===== src/sv/plist_pkg.sv =====
// Shared types and constants for the positional array list.
// Depends on nothing; used by the top level and the testbench.
`timescale 1ns / 1ps

package plist_pkg;

   // Storage geometry.
   localparam int CAPACITY = 32;
   localparam int IDX_W    = $clog2(CAPACITY);
   localparam int CNT_W    = 6;
   localparam int POS_W    = 6;
   localparam int VAL_W    = 32;
   localparam int OP_W     = 3;

   // Operation codes.
   localparam logic [OP_W-1:0] OP_CLEAR  = 3'd0;
   localparam logic [OP_W-1:0] OP_GET    = 3'd1;
   localparam logic [OP_W-1:0] OP_FIND   = 3'd2;
   localparam logic [OP_W-1:0] OP_INSERT = 3'd3;
   localparam logic [OP_W-1:0] OP_DELETE = 3'd4;

   // Result status codes.
   localparam logic STATUS_DONE   = 1'b0;
   localparam logic STATUS_REJECT = 1'b1;

   typedef struct packed {
      logic [OP_W-1:0]         operation;
      logic [POS_W-1:0]        position;
      logic signed [VAL_W-1:0] value;
   } req_type;

   typedef struct packed {
      logic                    status;
      logic [POS_W-1:0]        position_out;
      logic signed [VAL_W-1:0] value_out;
      logic [CNT_W-1:0]        count;
      logic                    empty_res;
   } rsp_type;

endpackage


===== src/sv/positional_array_list_unit.sv =====
// Top level of the positional array list: control sequencer around one entry RAM.
// Depends on plist_pkg and plist_ram.
`timescale 1ns / 1ps

// The block keeps an ordered list of up to 32 signed 32-bit values, addressed
// by 1-based position. Each request item on the req_ channel (valid/ready)
// carries an operation, a position and a value; exactly one result item leaves
// on the rsp_ channel (valid/ready) with status, position, value, count and an
// empty flag. Requests are taken one at a time: req_ready is high only while
// the sequencer is idle.
// All entries live in one RAM with one read and one write port and registered
// read data; every entry move is a read followed by a write-back, and find
// reads and compares one entry at a time.
// The result sits in an output register, so a new request is accepted while
// the previous result still waits; if the receiver stalls, the next result
// is held inside until the output register frees.
// Reset empties the list at once; entry contents are left as they are and are
// never read past the count.

module positional_array_list_unit (
   input  logic                clock,
   input  logic                reset,
   input  logic                req_valid,
   output logic                req_ready,
   input  plist_pkg::req_type  req_item,
   output logic                rsp_valid,
   input  logic                rsp_ready,
   output plist_pkg::rsp_type  rsp_item
);

   typedef enum logic [3:0] {
      ST_IDLE,
      ST_GET_RD,
      ST_GET_WAIT,
      ST_FIND_RD,
      ST_FIND_CMP,
      ST_INS_RD,
      ST_INS_WR,
      ST_INS_PUT,
      ST_DEL_RD,
      ST_DEL_GOT,
      ST_MV_RD,
      ST_MV_WR,
      ST_REPLY
   } state_type;

   state_type                          state_ff, state_in;
   logic [plist_pkg::CNT_W-1:0]        count_ff, count_in;
   logic [plist_pkg::CNT_W-1:0]        idx_ff, idx_in;
   logic [plist_pkg::POS_W-1:0]        pos_ff, pos_in;
   logic [plist_pkg::VAL_W-1:0]        val_ff, val_in;
   logic                               res_status_ff, res_status_in;
   logic [plist_pkg::POS_W-1:0]        res_pos_ff, res_pos_in;
   logic [plist_pkg::VAL_W-1:0]        res_val_ff, res_val_in;
   logic                               rsp_valid_ff, rsp_valid_in;
   plist_pkg::rsp_type                 rsp_item_ff, rsp_item_in;

   logic                               mem_wr_en;
   logic [plist_pkg::IDX_W-1:0]        mem_wr_addr;
   logic [plist_pkg::VAL_W-1:0]        mem_wr_data;
   logic                               mem_rd_en;
   logic [plist_pkg::IDX_W-1:0]        mem_rd_addr;
   logic [plist_pkg::VAL_W-1:0]        mem_rd_data;

   logic [plist_pkg::CNT_W-1:0]        idx_dec;
   logic [plist_pkg::CNT_W-1:0]        idx_inc;
   logic [plist_pkg::CNT_W-1:0]        pos_dec;
   logic [plist_pkg::CNT_W:0]          count_plus1;
   logic                               req_pos_bad;

   // Entry storage.
   plist_ram #(
      .WIDTH(plist_pkg::VAL_W),
      .DEPTH(plist_pkg::CAPACITY)
   ) u_entry_ram (
      .clock  (clock),
      .wr_en  (mem_wr_en),
      .wr_addr(mem_wr_addr),
      .wr_data(mem_wr_data),
      .rd_en  (mem_rd_en),
      .rd_addr(mem_rd_addr),
      .rd_data(mem_rd_data)
   );

   assign idx_dec     = idx_ff - 1'b1;
   assign idx_inc     = idx_ff + 1'b1;
   assign pos_dec     = pos_ff - 1'b1;
   assign count_plus1 = {1'b0, count_ff} + 1'b1;
   // Position outside 1..count for get and delete.
   assign req_pos_bad = (req_item.position == '0) || (req_item.position > count_ff);

   assign req_ready = (state_ff == ST_IDLE);
   assign rsp_valid = rsp_valid_ff;
   assign rsp_item  = rsp_item_ff;

   // Sequencer: next state, memory accesses and staged result.
   always_comb begin
      state_in      = state_ff;
      count_in      = count_ff;
      idx_in        = idx_ff;
      pos_in        = pos_ff;
      val_in        = val_ff;
      res_status_in = res_status_ff;
      res_pos_in    = res_pos_ff;
      res_val_in    = res_val_ff;
      rsp_valid_in  = rsp_valid_ff & ~rsp_ready;
      rsp_item_in   = rsp_item_ff;
      mem_wr_en     = 1'b0;
      mem_wr_addr   = idx_ff[plist_pkg::IDX_W-1:0];
      mem_wr_data   = mem_rd_data;
      mem_rd_en     = 1'b0;
      mem_rd_addr   = idx_ff[plist_pkg::IDX_W-1:0];

      unique case (state_ff)
         ST_IDLE: begin
            if (req_valid) begin
               pos_in        = req_item.position;
               val_in        = req_item.value;
               res_status_in = plist_pkg::STATUS_REJECT;
               res_pos_in    = '0;
               res_val_in    = '0;
               state_in      = ST_REPLY;
               unique case (req_item.operation)
                  plist_pkg::OP_CLEAR: begin
                     count_in      = '0;
                     res_status_in = plist_pkg::STATUS_DONE;
                  end
                  plist_pkg::OP_GET: begin
                     if (!req_pos_bad) begin
                        state_in = ST_GET_RD;
                     end
                  end
                  plist_pkg::OP_FIND: begin
                     idx_in = '0;
                     if (count_ff != '0) begin
                        state_in = ST_FIND_RD;
                     end
                  end
                  plist_pkg::OP_INSERT: begin
                     idx_in = count_ff;
                     if ((count_ff != plist_pkg::CNT_W'(plist_pkg::CAPACITY)) &&
                         (req_item.position != '0) &&
                         ({1'b0, req_item.position} <= count_plus1)) begin
                        state_in = (count_ff >= req_item.position) ? ST_INS_RD : ST_INS_PUT;
                     end
                  end
                  plist_pkg::OP_DELETE: begin
                     if (!req_pos_bad) begin
                        state_in = ST_DEL_RD;
                     end
                  end
                  default: begin
                     state_in = ST_REPLY;
                  end
               endcase
            end
         end

         // Get: read the entry, then capture it.
         ST_GET_RD: begin
            mem_rd_en   = 1'b1;
            mem_rd_addr = pos_dec[plist_pkg::IDX_W-1:0];
            state_in    = ST_GET_WAIT;
         end
         ST_GET_WAIT: begin
            res_status_in = plist_pkg::STATUS_DONE;
            res_pos_in    = pos_ff;
            res_val_in    = mem_rd_data;
            state_in      = ST_REPLY;
         end

         // Find: read one entry, compare, advance until a hit or the end.
         ST_FIND_RD: begin
            mem_rd_en = 1'b1;
            state_in  = ST_FIND_CMP;
         end
         ST_FIND_CMP: begin
            if (mem_rd_data == val_ff) begin
               res_status_in = plist_pkg::STATUS_DONE;
               res_pos_in    = idx_inc;
               state_in      = ST_REPLY;
            end else if (idx_inc == count_ff) begin
               state_in = ST_REPLY;
            end else begin
               idx_in   = idx_inc;
               state_in = ST_FIND_RD;
            end
         end

         // Insert: move entries up from the tail, then place the new value.
         ST_INS_RD: begin
            mem_rd_en   = 1'b1;
            mem_rd_addr = idx_dec[plist_pkg::IDX_W-1:0];
            state_in    = ST_INS_WR;
         end
         ST_INS_WR: begin
            mem_wr_en = 1'b1;
            idx_in    = idx_dec;
            state_in  = (idx_ff == pos_ff) ? ST_INS_PUT : ST_INS_RD;
         end
         ST_INS_PUT: begin
            mem_wr_en     = 1'b1;
            mem_wr_addr   = pos_dec[plist_pkg::IDX_W-1:0];
            mem_wr_data   = val_ff;
            count_in      = count_ff + 1'b1;
            res_status_in = plist_pkg::STATUS_DONE;
            res_pos_in    = pos_ff;
            state_in      = ST_REPLY;
         end

         // Delete: capture the removed entry, then move later entries down.
         ST_DEL_RD: begin
            mem_rd_en   = 1'b1;
            mem_rd_addr = pos_dec[plist_pkg::IDX_W-1:0];
            state_in    = ST_DEL_GOT;
         end
         ST_DEL_GOT: begin
            res_status_in = plist_pkg::STATUS_DONE;
            res_pos_in    = pos_ff;
            res_val_in    = mem_rd_data;
            idx_in        = pos_ff;
            if (pos_ff == count_ff) begin
               count_in = count_ff - 1'b1;
               state_in = ST_REPLY;
            end else begin
               state_in = ST_MV_RD;
            end
         end
         ST_MV_RD: begin
            mem_rd_en = 1'b1;
            state_in  = ST_MV_WR;
         end
         ST_MV_WR: begin
            mem_wr_en   = 1'b1;
            mem_wr_addr = idx_dec[plist_pkg::IDX_W-1:0];
            idx_in      = idx_inc;
            if (idx_inc == count_ff) begin
               count_in = count_ff - 1'b1;
               state_in = ST_REPLY;
            end else begin
               state_in = ST_MV_RD;
            end
         end

         // Hand the result to the output register once it is free.
         ST_REPLY: begin
            if (!rsp_valid_ff || rsp_ready) begin
               rsp_valid_in             = 1'b1;
               rsp_item_in.status       = res_status_ff;
               rsp_item_in.position_out = res_pos_ff;
               rsp_item_in.value_out    = res_val_ff;
               rsp_item_in.count        = count_ff;
               rsp_item_in.empty_res    = (count_ff == '0);
               state_in                 = ST_IDLE;
            end
         end

         default: begin
            state_in = ST_IDLE;
         end
      endcase
   end

   // State, count, working registers and registered outputs.
   always_ff @(posedge clock) begin
      if (reset) begin
         state_ff     <= ST_IDLE;
         count_ff     <= '0;
         rsp_valid_ff <= 1'b0;
      end else begin
         state_ff     <= state_in;
         count_ff     <= count_in;
         rsp_valid_ff <= rsp_valid_in;
      end
      idx_ff        <= idx_in;
      pos_ff        <= pos_in;
      val_ff        <= val_in;
      res_status_ff <= res_status_in;
      res_pos_ff    <= res_pos_in;
      res_val_ff    <= res_val_in;
      rsp_item_ff   <= rsp_item_in;
   end

endmodule


===== src/sv/plist_ram.sv =====
// Generic single-write, single-read synchronous RAM with registered read data.
// Depends on nothing.
`timescale 1ns / 1ps

module plist_ram #(
   parameter int WIDTH = 32,
   parameter int DEPTH = 32
) (
   input  logic                     clock,
   input  logic                     wr_en,
   input  logic [$clog2(DEPTH)-1:0] wr_addr,
   input  logic [WIDTH-1:0]         wr_data,
   input  logic                     rd_en,
   input  logic [$clog2(DEPTH)-1:0] rd_addr,
   output logic [WIDTH-1:0]         rd_data
);

   logic [WIDTH-1:0] mem_ff [DEPTH];
   logic [WIDTH-1:0] rd_data_ff;

   // Write port and registered read port.
   always_ff @(posedge clock) begin
      if (wr_en) begin
         mem_ff[wr_addr] <= wr_data;
      end
      if (rd_en) begin
         rd_data_ff <= mem_ff[rd_addr];
      end
   end

   assign rd_data = rd_data_ff;

endmodule


===== config.mk =====
export PLATFORM = sky130hd
export DESIGN_NAME = positional_array_list_unit
export DESIGN_NICKNAME = d
export VERILOG_FILES = /design/src/sv/plist_pkg.sv /design/src/sv/positional_array_list_unit.sv /design/src/sv/plist_ram.sv
export SDC_FILE = /design/constraint.sdc
export NUM_CORES = 2
export LEC_CHECK = 0
export BUFFER_PORTS_ARGS = -buffer_cell sky130_fd_sc_hd__buf_2
export CAP_MARGIN = 15
export CORE_MARGIN = 10
export CORE_UTILIZATION = 40
export DETAILED_ROUTE_END_ITERATION = 10
export PLACE_DENSITY = 0.66
export SLEW_MARGIN = 30
export SYNTH_ARGS = -nofsm -noshare
export SYNTH_HDL_FRONTEND = slang
export SYNTH_SLANG_ARGS = --single-unit

===== constraint.sdc =====
create_clock -name clock -period 4.3 [get_ports clock]
set_input_delay 0.86 -clock clock [delete_from_list [all_inputs] [get_ports clock]]
set_output_delay 0.86 -clock clock [all_outputs]
set_load 0.05 [all_outputs]

Yosys cells after proc, flatten, opt, wreduce, memory -nomap -nowiden

Memory sizes are Yosys's and may differ from the RTL's. A register that Yosys moved wholly into a read port is not among the register bits.
Cells that the tools add are included.

Add/subtract/negate cells: 6
Multipliers: 0
Div/mod/pow operators: 0
$lt $le $gt $ge: 3
Equal/unequal tests: 30
Shift-type cells: 0
Multiplexer cells: 42
Bitwise logic cells: 2
Reduce and logical (&&, ||, !) cells: 28

Operators by type and width:

| operator                                            | number |
|---|---|
| 2-to-1 mux 32 bit                                   | 2 |
| one-hot mux 32 bit (2 select lines)                 | 1 |
| 2-to-1 mux 6 bit                                    | 9 |
| one-hot mux 4 bit (12 select lines)                 | 1 |
| equality test 32 bit                                | 1 |
| one-hot mux 6 bit (5 select lines)                  | 1 |
| 2-to-1 mux 4 bit                                    | 7 |
| one-hot mux 6 bit (4 select lines)                  | 1 |
| equality test 4 bit, second input constant          | 5 |
| one-hot mux 5 bit (2 select lines)                  | 2 |
| equality test 6 bit                                 | 3 |
| one-hot mux 6 bit (3 select lines)                  | 1 |
| equality test 4 x 3 -> 1 bit, second input constant | 4 |
| one-hot mux 4 bit (4 select lines)                  | 1 |
| inequality test 2 bit, second input constant        | 7 |
| adder 6 x 1 -> 6 bit, second input constant         | 2 |
| logical NOT 6 bit                                   | 2 |
| one-hot mux 6 bit (2 select lines)                  | 1 |
| nonzero test 6 bit                                  | 2 |
| subtractor 6 x 1 -> 6 bit, second input constant    | 2 |
| AND reduction 5 bit                                 | 2 |
| 2-to-1 mux 1 bit                                    | 9 |
| 2-to-1 mux 3 bit                                    | 3 |
| equality test 4 x 2 -> 1 bit, second input constant | 2 |
| 30 further kinds                                    | 40 |

Flip-flop bits (word level): 140
Latch bits: 0
RAM bits: 1024
Bits in read-only memories: 0
Bits of input ports: 45
Memories: 1

Memory list:

| name               | depth | width | read ports | clocked after memory_dff | write ports | line            | text |
|---|---|---|---|---|---|---|---|
| u_entry_ram.mem_ff | 32    | 32    | 1          | 1                        | 1           | plist_ram.sv:18 | `logic [WIDTH-1:0] mem_ff [DEPTH];` |

Longest topological paths before layout

Depth after elaboration: 7
Gate-level depth with buffers: 15
Depth with buffers taken out: 12

Hierarchy

Synthesis repeated with hierarchy kept, for this count alone.

Cells, all modules: 2920
Area, all modules: 48037.3 µm²

By module, submodules not included:

| module                     | times used | cells an instance | area each (µm²) | seq. area each (µm²) |
|---|---|---|---|---|
| plist_ram                  | 1          | 2260              | 40812.9         | 31710.4 |
| positional_array_list_unit | 1          | 660               | 7224.4          | 4093.9 |

Least setup slack after synthesis

No wires, ideal clock.

Kind: reg2reg
From: reg state_ff[2]
To: mem u_entry_ram.mem_ff[16][0] (enable)
Data arrival time: 3473 ps
Path slack: 406 ps
Stages on the path, launching flop included: 11
Clock period less this slack: 3894 ps
Path through: dfxtp_1 -> clkbuf_2 -> buf_2 -> and3b_1 -> buf_2 -> nand2_1 -> buf_2 -> o21ai_0 -> a221oi_1 -> nand3_1 -> nor2_1

Longest elaborated chain between the ends: 5

RTL lines:

| item                                                                | line                              | text |
|---|---|---|
| start, declared                                                     | positional_array_list_unit.sv:47  | `state_type state_ff, state_in;` |
| start signal, assigned                                              | positional_array_list_unit.sv:271 | `state_ff <= state_in;` |
| equality test 4 bit or equality test 4 x 3 -> 1 bit (tied branches) | positional_array_list_unit.sv:114 | `unique case (state_ff)` |
| OR reduction 3 bit (no source line)                                 | -                                 |  |
| 2-to-1 mux 1 bit                                                    | positional_array_list_unit.sv:114 |  |
| 2-to-1 mux 1 bit                                                    | plist_ram.sv:23                   | `if (wr_en) begin` |
| 2-to-1 mux 1 bit (not written as such)                              | plist_ram.sv:24                   | `mem_ff[wr_addr] <= wr_data;` |
| end, declared                                                       | plist_ram.sv:18                   |  |

Parallel ways exist; a longest one is shown, timed or not.

Worst setup path in the final report

From: reg pos_ff[0] (netlist bit)
To: reg u_entry_ram.rd_data_ff[3], in the netlist u_entry_ram.rd_data[3] (read register of u_entry_ram.mem_ff), data pin

Longest elaborated chain between the ends: 2

RTL lines:

| item                               | line                              | text |
|---|---|---|
| start, declared                    | positional_array_list_unit.sv:50  | `logic [plist_pkg::POS_W-1:0] pos_ff, pos_in;` |
| start signal, assigned             | positional_array_list_unit.sv:276 | `pos_ff <= pos_in;` |
| subtractor 5 x 1 -> 5 bit          | positional_array_list_unit.sv:87  | `assign pos_dec = pos_ff - 1'b1;` |
| one-hot mux 5 bit (2 select lines) | positional_array_list_unit.sv:114 |  |
| end, declared                      | plist_ram.sv:19                   | `logic [WIDTH-1:0] rd_data_ff;` |

No other way between the ends.
A chain may end at the register's enable or synchronous reset.

==> PnR_summary.wiki <==
{| class="wikitable"
! Metric !! Value
|-
| Outcome || finished clean
|-
| Syn_nets || roughly 3600
|-
| Estimated wirelength of the detail-placed design || 75000 um
|-
| Mean post-synth cell area || about 14 sq um
|-
| Total clock buffers created by CTS || about 110
|-
| Crit share post-route || between 90% and 100%
|-
| Number of design-rule violations left by the first detailed-router iteration || approximately 3500
|-
| Clock input transition at the sequential cells of the worst setup and hold paths || ~0.06 ns
|-
| Crit Path Max Fanout || 88
|-
| I/O pins || 93
|-
| Filler Cell Count || 10400
|-
| Clock tree from TritonCTS || done
|-
| PD cells || ~810 mW/mm^2
|-
| Warnings from Yosys || 0
|-
| Crit path DAT || 4.37 ns
|-
| Max H-tree Level || 3
|-
| Pre-CTS setup slack || about 0.47 ns
|-
| Fraction of final layout cells with drive strength greater than 1 || 15.3%
|-
| FF-to-FF path depth || 10
|-
| Number of clock sinks seen by CTS || between 1000 and 1500
|-
| Post-CTS setup buffers || 0
|-
| Minimum clock period || 3.93 ns
|-
| Routed via count divided by cell count || between 5 and 6
|-
| Reg-to-reg endpoint || u_entry_ram.rd_data[3]$_DFFE_PP_
|-
| Total count of max-transition violations in the final report || 0
|-
| Synth Cell Area || 0.0485 sq mm
|-
| Initial DRT Pass Iterations || 6
|-
| Final Power || 44.5 mW
|-
| Worst hold path type || input port to register
|-
| Gate count of the mapped netlist || about 3500
|-
| Post-synth EDFFs || between 1000 and 1500
|-
| Worst min-delay path endpoint || val_ff[27]$_DFFE_PP_
|-
| Placement row count || 127
|-
| Width of the die || 368 um
|-
| Antenna Violating Nets Remaining || 0
|-
| Total of max-cap violations || 0
|-
| Diode count || 0
|-
| DRC || 0
|-
| Post-synthesis async set-or-reset flop share || 0%
|-
| Number of register bits inferred by synthesis || approximately 1200
|-
| CP Class || register to register
|-
| Initial cell density of the core || 40.3%
|-
| Maximum count of clock buffers along a single path || 3
|-
| Remaining Overflow, GRT || 0
|-
| Final setup violation count || 0
|-
| Wire length of the first global-routing pass || 184000 um
|-
| Via count of the first global-routing pass || roughly 28000
|-
| Number of distinct standard cells referenced by the synthesized netlist || 71
|-
| Root Buffer || sky130_fd_sc_hd__clkbuf_16
|-
| Dominant cells by area after synthesis || sky130_fd_sc_hd__edfxtp_1 (73%), sky130_fd_sc_hd__nand2_1 (8.7%), sky130_fd_sc_hd__mux4_2 (2.9%)
|-
| Final TNS setup || 0 ns
|-
| Worst setup slack for register-to-register paths || about 0.37 ns
|-
| Count of cells resized by post-cts repair || 0
|-
| Die Outline Area || 0.135 sq mm
|-
| Max Freq || 255 MHz
|-
| Worst endpoint required time || between 4 and 5 ns
|-
| Synth top area share || between 70% and 80%
|-
| Overall Global Routing Usage || about 18%
|-
| Worst Setup Start Kind || register
|-
| Leakage power total || around 19 nW
|-
| Register area || approximately 0.036 sq mm
|-
| Area leader, netlist || sky130_fd_sc_hd__edfxtp_1
|-
| Crit path largest cell delay || between 0.5 and 0.6 ns
|-
| Pin count of the biggest net entering global routing || between 100 and 150
|-
| Setup repair after global routing missed its margin || no
|-
| Multi-input gate area in the final layout || 0.0119 sq mm
|-
| Gp weighted congestion || approximately 0.9
|-
| Worst VDD drop || between 0.8 and 0.9 mV
|-
| Sequential-to-total area share from yosys stat || between 70% and 80%
|-
| Vert. Die Dim || 368 um
|-
| Worst-skew pair later-pin latency || 0.71 ns
|-
| Worst setup margin || ~0.37 ns
|-
| Total wire length after detailed routing || between 100000 and 150000 um
|-
| Headroom to the max-slew limit || a little over two fifths
|-
| Most used DFF post-synth || sky130_fd_sc_hd__edfxtp_1
|-
| Total via count in the routed design || 29400
|-
| Type of destination of the critical path || register
|-
| Slew @ Worst Pin || between 0.8 and 0.9 ns
|-
| Number of port buffers || 92
|-
| Skew final || about 0.034 ns
|-
| Number of antenna violations at the first check in global routing || 3
|-
| CTS Hold Buffers Added || 0
|-
| Slowest stage cell, crit path || sky130_fd_sc_hd__mux4_2
|-
| Final nets || 3739
|-
| Reg-to-Reg Start || pos_ff[0]$_DFFE_PP_
|-
| Critical-path cell list || inv_1 -> ha_1 -> mux2_2 -> a22oi_1 -> o22a_4 -> buf_12 -> mux4_2 -> o22ai_1 -> a21oi_1 -> o211a_1
|-
| Average wire length per cell after detail routing || between 20 and 25 um
|-
| Std-Cell Core Area || between 0.1 and 0.15 sq mm
|-
| Hold path startpoint || req_item[27]
|-
| Cell depth of the worst hold path || 1
|-
| Final count of hold timing violations || 0
|-
| Layout overhead on the synthesized area || 13.8%
|}
-- stage by stage --
step | utilization (%) | instances | hold slack [ns] | area (sq um)
after floorplan | - | 3531 | 0.400 | 48500
after global placement | 43.0 | 5171 | 0.403 | 51600
after detailed placement | 43.0 | 5171 | 0.405 | 51600
after CTS | 45.9 | 5375 | 0.304 | 55100
after global routing | 45.9 | 5375 | 0.317 | 55100
final | 45.9 | 5375 | 0.331 | 55100
-- layer usage --
metal | wire length, um | track usage [%] | part of all wire, % | up-vias
li1 | - | - | - | 13200
met1 | 50100 | 23.8 | 41 | 14600
met2 | 58400 | 28.6 | 47 | 1350
met3 | 10800 | 3.06 | 8.7 | 241
met4 | 4380 | 6.66 | 3.5 | 2
met5 | 13 | 0 | 0.011 | -
-- final cells by class --
class                   count  share of cell area, %
clock inverters            77                   1.00
flip-flops and latches   1196                   64.9
multi-input cells        2101                   21.6
well taps                1612                   3.66
clock buffers             127                   5.26
repair buffers            239                   3.38
inverters                  23                  0.157
-- report_power, final --
part,total [mW],internal [mW],switching [mW]
combinational,18.9,6.00,12.9
sequential,16.2,15.5,0.734
clock,9.41,5.18,4.23
total,44.5,26.6,17.8
-- Yosys cell counts, drive strengths merged, types with 6 or more instances --
cell type     n
edfxtp     1185
nand2      1123
a21oi       214
nand3       150
clkbuf      117
o22ai        99
buf          94
nor2         64
mux4         62
xor2         57
o21ai        56
and2         37
a221oi       36
o211a        32
ha           21
inv          21
nand2b       13
nor4         12
xnor2        12
dfxtp        11
nor2b        11
nor3         11
a31oi         7
and3          7
mux2i         6
o211ai        6
-- sequential cells by signal, indices dropped and copies added, names as in the netlist, 6 cells and up --
signal / count
count_ff: 6
idx_ff: 6
pos_ff: 6
res_pos_ff: 6
res_val_ff: 32
rsp_item: 46
u_entry_ram.mem_ff: 1024
u_entry_ram.rd_data: 32
val_ff: 32
-- cell usage in the layout, fill, tap and decap left out, types with 8 or more instances in the layout --
master and instances:
sky130_fd_sc_hd__a21oi_1 212, sky130_fd_sc_hd__a221oi_1 16, sky130_fd_sc_hd__a221oi_2 20, sky130_fd_sc_hd__and2_1 36
sky130_fd_sc_hd__buf_12 24, sky130_fd_sc_hd__buf_2 92, sky130_fd_sc_hd__buf_4 123, sky130_fd_sc_hd__clkbuf_1 13
sky130_fd_sc_hd__clkbuf_16 114, sky130_fd_sc_hd__clkinv_1 28, sky130_fd_sc_hd__clkinv_2 31, sky130_fd_sc_hd__clkinvlp_4 8
sky130_fd_sc_hd__dfxtp_1 11, sky130_fd_sc_hd__edfxtp_1 1185, sky130_fd_sc_hd__ha_1 21, sky130_fd_sc_hd__inv_1 21
sky130_fd_sc_hd__mux4_2 62, sky130_fd_sc_hd__nand2_1 1097, sky130_fd_sc_hd__nand2_2 26, sky130_fd_sc_hd__nand2b_1 12
sky130_fd_sc_hd__nand3_1 148, sky130_fd_sc_hd__nor2_1 29, sky130_fd_sc_hd__nor2_4 35, sky130_fd_sc_hd__nor2b_1 10
sky130_fd_sc_hd__nor3_1 11, sky130_fd_sc_hd__nor4_1 12, sky130_fd_sc_hd__o211a_1 32, sky130_fd_sc_hd__o21ai_0 56
sky130_fd_sc_hd__o22ai_1 98, sky130_fd_sc_hd__xnor2_1 12, sky130_fd_sc_hd__xor2_1 57
-- cell families (layout without fill, tap and decap cells) --
group / Yosys count / after routing / share of synthesized area (%)
muxes: 70 / 70 / 3.05
xor gates and xnor gates: 70 / 70 / 1.30
buffers and inverters: 234 / 466 / 2.39
adders and majority gates: 22 / 22 / 0.583
AOI/OAI and AO/OA: 486 / 486 / 6.49
and+or+nand+nor: 1453 / 1453 / 12.3
DFF: 1196 / 1196 / 73.9
-- critical path: cells and delay by family (launching register included) --
kind            cells  cell delay [ns]
compound gates      5             1.25
mux                 2             0.85
flops               1             0.55
buf+inv             2             0.45
fa+ha+maj           1             0.34
-- worst max-delay path by stage --
stage / start / end / slack [ns] / cells past startpoint
3_3_place_gp: pos_ff[0]$_DFFE_PP_ / u_entry_ram.rd_data[3]$_DFFE_PP_ / 0.51 / 10
2_1_floorplan: state_ff[2]$_SDFFE_PP0P_ / u_entry_ram.mem_ff[16][0]$_DFFE_PP_ / 0.41 / 10
6_report: pos_ff[0]$_DFFE_PP_ / u_entry_ram.rd_data[3]$_DFFE_PP_ / 0.37 / 10
3_5_place_dp: pos_ff[0]$_DFFE_PP_ / u_entry_ram.rd_data[3]$_DFFE_PP_ / 0.47 / 10
5_1_grt: pos_ff[0]$_DFFE_PP_ / u_entry_ram.rd_data[3]$_DFFE_PP_ / 0.13 / 10
4_1_cts: pos_ff[0]$_DFFE_PP_ / u_entry_ram.rd_data[3]$_DFFE_PP_ / 0.45 / 10
(Power assumes the default switching activity.)
